$ cat src/design/dig_pkg.sv
package dig_pkg;

  localparam int PIXEL_BITS = 8;

  typedef logic [PIXEL_BITS-1:0] pixel_t;

  // register map, index = paddr[3:2]
  typedef enum logic [1:0] {
    REG_PREDICT_RULE = 2'd0,
    REG_IMAGE_WIDTH  = 2'd1,
    REG_IMAGE_HEIGHT = 2'd2,
    REG_MAX_GRAY     = 2'd3
  } reg_index_t;

  localparam logic [2:0] RULE_WEST     = 3'd1;
  localparam logic [2:0] RULE_NORTH    = 3'd2;
  localparam logic [2:0] RULE_AVERAGE  = 3'd3;
  localparam logic [2:0] RULE_GRADIENT = 3'd4;

  localparam logic [1:0] MODE_COPY   = 2'd0;
  localparam logic [1:0] MODE_BINARY = 2'd1;

  // causal neighborhood of the current pixel
  typedef struct packed {
    pixel_t w;
    pixel_t ww;
    pixel_t nw;
    pixel_t n;
    pixel_t ne;
    pixel_t nn;
    pixel_t nne;
  } nbr_t;

  // position class of the current pixel
  typedef struct packed {
    logic first;       // row 0, column 0
    logic row0;        // row 0
    logic north_edge;  // row 1, columns 0/1, last column
  } pos_t;

endpackage

$ cat src/design/dig_predict.sv
module dig_predict (
  input  dig_pkg::nbr_t      nbr,
  input  dig_pkg::pos_t      pos,
  input  logic [2:0]         rule,
  input  logic [1:0]         mode_flag,
  input  logic signed [10:0] residual,
  input  dig_pkg::pixel_t    gray_limit,
  output dig_pkg::pixel_t    pixel,
  output logic               clamped
);
  import dig_pkg::*;

  typedef logic signed [11:0] sval_t;

  localparam sval_t FIRST_PRED = 12'sd128;
  localparam sval_t THR_HARD   = 12'sd80;
  localparam sval_t THR_HALF   = 12'sd32;
  localparam sval_t THR_SOFT   = 12'sd8;

  function automatic pixel_t absdiff(input pixel_t a, input pixel_t b);
    return (a > b) ? a - b : b - a;
  endfunction

  // divide by 2 / 4, truncating toward zero
  function automatic sval_t half_tz(input sval_t x);
    sval_t t;
    t = x + $signed({11'b0, x[11]});
    return t >>> 1;
  endfunction

  function automatic sval_t quarter_tz(input sval_t x);
    sval_t t;
    t = x + $signed({10'b0, x[11], x[11]});
    return t >>> 2;
  endfunction

  logic [9:0]         dh, dv;
  sval_t              diff_vh, diff_hv;
  logic [8:0]         sum_wn;
  sval_t              w_s, n_s, avg_s, p_base, p3, grad, pred;
  logic               direct;
  pixel_t             direct_pix, bin_pix;
  logic signed [12:0] raw;

  assign w_s   = $signed({4'b0, nbr.w});
  assign n_s   = $signed({4'b0, nbr.n});
  assign sum_wn = {1'b0, nbr.w} + {1'b0, nbr.n};
  assign avg_s = $signed({4'b0, sum_wn[8:1]});

  assign dh = 10'(absdiff(nbr.w, nbr.ww)) + 10'(absdiff(nbr.n, nbr.nw))
            + 10'(absdiff(nbr.ne, nbr.n));
  assign dv = 10'(absdiff(nbr.w, nbr.nw)) + 10'(absdiff(nbr.n, nbr.nn))
            + 10'(absdiff(nbr.ne, nbr.nne));
  assign diff_vh = $signed({2'b0, dv}) - $signed({2'b0, dh});
  assign diff_hv = $signed({2'b0, dh}) - $signed({2'b0, dv});

  assign p_base = avg_s + quarter_tz($signed({4'b0, nbr.ne}) - $signed({4'b0, nbr.nw}));
  assign p3     = (p_base <<< 1) + p_base;

  always_comb begin
    if (diff_vh > THR_HARD) begin
      grad = w_s;
    end else if (diff_hv > THR_HARD) begin
      grad = n_s;
    end else if (diff_vh > THR_HALF) begin
      grad = half_tz(p_base + w_s);
    end else if (diff_hv > THR_HALF) begin
      grad = half_tz(p_base + n_s);
    end else if (diff_vh > THR_SOFT) begin
      grad = quarter_tz(p3 + w_s);
    end else if (diff_hv > THR_SOFT) begin
      grad = quarter_tz(p3 + n_s);
    end else begin
      grad = p_base;
    end
  end

  // binary pick: first of NNE, NE, NN, N, NW, WW that differs from W, else W
  always_comb begin
    if (nbr.nne != nbr.w) begin
      bin_pix = nbr.nne;
    end else if (nbr.ne != nbr.w) begin
      bin_pix = nbr.ne;
    end else if (nbr.nn != nbr.w) begin
      bin_pix = nbr.nn;
    end else if (nbr.n != nbr.w) begin
      bin_pix = nbr.n;
    end else if (nbr.nw != nbr.w) begin
      bin_pix = nbr.nw;
    end else if (nbr.ww != nbr.w) begin
      bin_pix = nbr.ww;
    end else begin
      bin_pix = nbr.w;
    end
  end

  always_comb begin
    direct     = 1'b0;
    direct_pix = nbr.w;
    pred       = w_s;
    if (pos.first) begin
      pred = FIRST_PRED;
    end else if (pos.row0) begin
      pred = w_s;
    end else if (pos.north_edge) begin
      pred = n_s;
    end else begin
      unique case (rule)
        RULE_NORTH:   pred = n_s;
        RULE_AVERAGE: pred = avg_s;
        RULE_GRADIENT: begin
          case (mode_flag)
            MODE_COPY: begin
              direct = 1'b1;
            end
            MODE_BINARY: begin
              direct     = 1'b1;
              direct_pix = bin_pix;
            end
            default: pred = grad;
          endcase
        end
        default: pred = w_s;
      endcase
    end
  end

  assign raw = {pred[11], pred} + {{2{residual[10]}}, residual};

  always_comb begin
    if (direct) begin
      pixel   = direct_pix;
      clamped = 1'b0;
    end else if (raw < 13'sd0) begin
      pixel   = '0;
      clamped = 1'b1;
    end else if (raw > $signed({5'b0, gray_limit})) begin
      pixel   = gray_limit;
      clamped = 1'b1;
    end else begin
      pixel   = raw[PIXEL_BITS-1:0];
      clamped = 1'b0;
    end
  end

endmodule

$ cat config.mk
export PLATFORM = sky130hd
export DESIGN_NAME = dig_predict
export DESIGN_NICKNAME = d
export VERILOG_FILES = /design/src/design/dig_pkg.sv /design/src/design/dig_predict.sv
export SDC_FILE = /design/constraint.sdc
export NUM_CORES = 1
export LEC_CHECK = 0
export ABC_AREA = 1
export BUFFER_PORTS_ARGS = -buffer_cell sky130_fd_sc_hd__buf_2
export CAP_MARGIN = 5
export CORE_MARGIN = 5
export CORE_UTILIZATION = 65
export DETAILED_ROUTE_END_ITERATION = 8
export PLACE_DENSITY = 0.85
export SYNTH_ARGS = -nofsm -noshare
export SYNTH_HDL_FRONTEND = slang
export SYNTH_SLANG_ARGS = --single-unit
$ cat constraint.sdc
create_clock -name vclk -period 17.23
set_input_delay 3.446 -clock vclk [all_inputs]
set_output_delay 3.446 -clock vclk [all_outputs]
set_load 0.01 [all_outputs]
==> impl_metrics.py <==
metrics = {
    "placement": {
        "placed_cells": 2236,
        "portBuffers": 92,
        "gp_congestion": 1.05,
        "dp_hpwl_mm": 34.1,
        "placed_area_um2": 12800,
    },
    "worst_setup_path": {
        "critPathMaxFanout": 6,
        "cp_slowest_cell": "fa_1",
        "critical-path-max-stage-delay_ns": 0.52,
        "cp-start-kind": "input port",
        "path_class": "input port to primary output",
        "required_ns": 13.78,
        "critPathMostFrequentCell": "nand2_1",
        "endpoint_kind": "primary output",
        "arrival_ns": 13.36,
    },
    "route": {
        "num_vias": 13600,
        "postRouteAntennaNets": 0,
        "drt-vias-per-instance": 6.04,
        "drc": 0,
        "wl_per_cell_um": 18.6,
        "totalWireLength_mm": 41.9,
        "first_pass_iters": 6,
        "drtIter0Drc": 1343,
    },
    "timing": {
        "worstMarginPinSlew_ns": 0.804,
        "setup_violations": 0,
        "min_period_over_period_pct": 97.6,
        "max_freq_mhz": 59.5,
        "slew_viol_final": 0,
        "hold_viol": 0,
        "fin_tns_setup_ns": 0,
        "relSlewSlack_pct": 46.2,
        "min_period_ns": 16.81,
    },
    "global_routing": {
        "grt_first_pass_wirelength_mm": 62.8,
        "antenna_found_initial": 0,
        "grt_use_met3_pct": 7.33,
        "gr-usage-met2_pct": 61.6,
        "gr-max-usage-layer": "met2",
        "grt_pass1_vias": 12700,
        "use_met1_pct": 48.3,
        "grt_max_degree": 17,
        "grt.overflow.total": 0,
        "grtUsageTotal_pct": 37.5,
    },
    "final_layout": {
        "nClkBuffers": 0,
        "final_area_um2": 13400,
        "fin_util_pct": 74.6,
        "drive_gt1_share_pct": 14.8,
        "final_nets": 2363,
        "ff_latch_area_um2": 0,
        "antenna_cells": 0,
        "final_cells": 2254,
        "design.seq.count": 0,
        "syn2layout_area_growth_pct": 13.4,
    },
    "synthesis": {
        "syn_avg_cell_area_um2": 6.20,
        "synth_nets": 2242,
        "yosys_warnings": 0,
        "synth_cells": 1906,
        "synthesis.area_um2": 11800,
        "ys_seq_area_share_pct": 0,
        "yosys-top-cells-area": "ha_1 (22%), nand2_1 (13%), inv_1 (12%)",
        "synth_cell_type_count": 58,
        "synth_top_area_cell": "ha_1",
        "synth_top_area_share_pct": 22.4,
    },
    "flow_run": {
        "maxCapViolations": 0,
    },
    "floorplanning": {
        "fp-row-count": 49,
        "start_util_pct": 65.8,
        "die_w_um": 145,
        "dieArea_um2": 21000,
        "fp.dieH_um": 145,
        "core_area_um2": 18000,
        "io_pins": 92,
    },
    "hold_path": {
        "hp-class": "input port to primary output",
    },
    "clock_tree": {
        "hold_buffers": 0,
    },
    "status": {
        "status": "finished clean",
    },
}
## synth_stat cells (5+ instances only)
cell	count
a211oi_1	12
a21o_1	7
a21oi_1	173
a221o_1	9
a22oi_1	8
a31oi_1	5
and2_1	9
clkbuf_1	33
fa_1	41
ha_1	212
inv_1	365
inv_2	5
mux2i_1	11
nand2_1	395
nand2_2	13
nand2_4	6
nand3_1	73
nand3b_1	7
nand4_1	23
nor2_1	102
nor3_1	16
o211ai_1	27
o21ai_0	105
o21ai_1	11
o21bai_1	15
o221ai_1	17
o22ai_1	5
o31ai_1	5
or2_2	11
xnor2_1	33
xor2_1	104
## worst max-delay path, delay by kind of cell
kind	cells	cell delay, ns
AO/OA/AOI/OAI	15	2.73
adder cells (fa/ha/maj)	8	2.66
AND/OR/NAND/NOR	18	2.08
buffers and inverters	11	1.22
XOR/XNOR	4	0.97
multiplexers	1	0.25
## per-layer routing
layer	up-vias	part of all wire [%]
met2	762	44
met4	0	5.9
met1	6181	39
met5	-	0
met3	183	11
li1	6485	-
## final timing paths
kind,from,to,slack (ns),depth (start not counted)
hold / removal,gray_limit[5],pixel[5],7.32,4
setup / recovery,nbr[48],pixel[3],0.42,57
## cells in the final DEF, fill, tap and decap left out, types with 4 or more instances in the layout
cell type / n
o21ai_2: 7
a21oi_2: 9
a22oi_1: 8
ha_1: 198
buf_4: 64
ha_4: 11
nor3_1: 16
xnor2_1: 30
nand3_4: 4
a211oi_1: 11
nand4_1: 23
nand2_1: 385
nand3b_1: 7
a21o_1: 7
a21oi_1: 162
and2_1: 6
o211ai_1: 27
fa_1: 38
mux2i_1: 6
or2_2: 11
nor2_1: 99
nand2_4: 6
nor2_2: 6
o22ai_1: 5
xor2_2: 8
a221o_1: 9
nand3_2: 4
a31oi_1: 4
o21bai_1: 13
o21ai_1: 19
and2_4: 4
inv_1: 357
o21ai_0: 91
nand3_1: 71
buf_2: 90
nand2_2: 23
o221ai_1: 14
inv_2: 12
xor2_1: 98
## through the flow
stage,worst slack (ns),hold WS (ns)
floorplan,0.942,7.09
global placement,0.169,7.31
detailed placement,-0.273,7.31
CTS,0.00884,7.31
global route,-0.128,7.34
finish,0.419,7.32
## logic make-up after synthesis
family	after synthesis	synth area share, %
multiplexers	11	0.932
XOR/XNOR	139	10.4
AND/OR/NAND/NOR	678	25.4
buffers and inverters	410	13.1
AO/OA/AOI/OAI	415	20.7
adder cells (fa/ha/maj)	253	29.4
## final cells by class
type / count / area [um^2]
fillers: 1451 / 4570
well taps: 229 / 287
multi-input cells: 1496 / 10800
inverters: 372 / 1400
repair buffers: 157 / 957
## what timing repair did
action	in CTS	in global routing
setup buffers	0	18
setup endpoints to repair	8	9
pin swaps	1	47
resized for setup	6	107
Power is left out: the tool's default activity adds up to more than one toggle a clock period on the data nets, which glitch-free logic cannot reach.
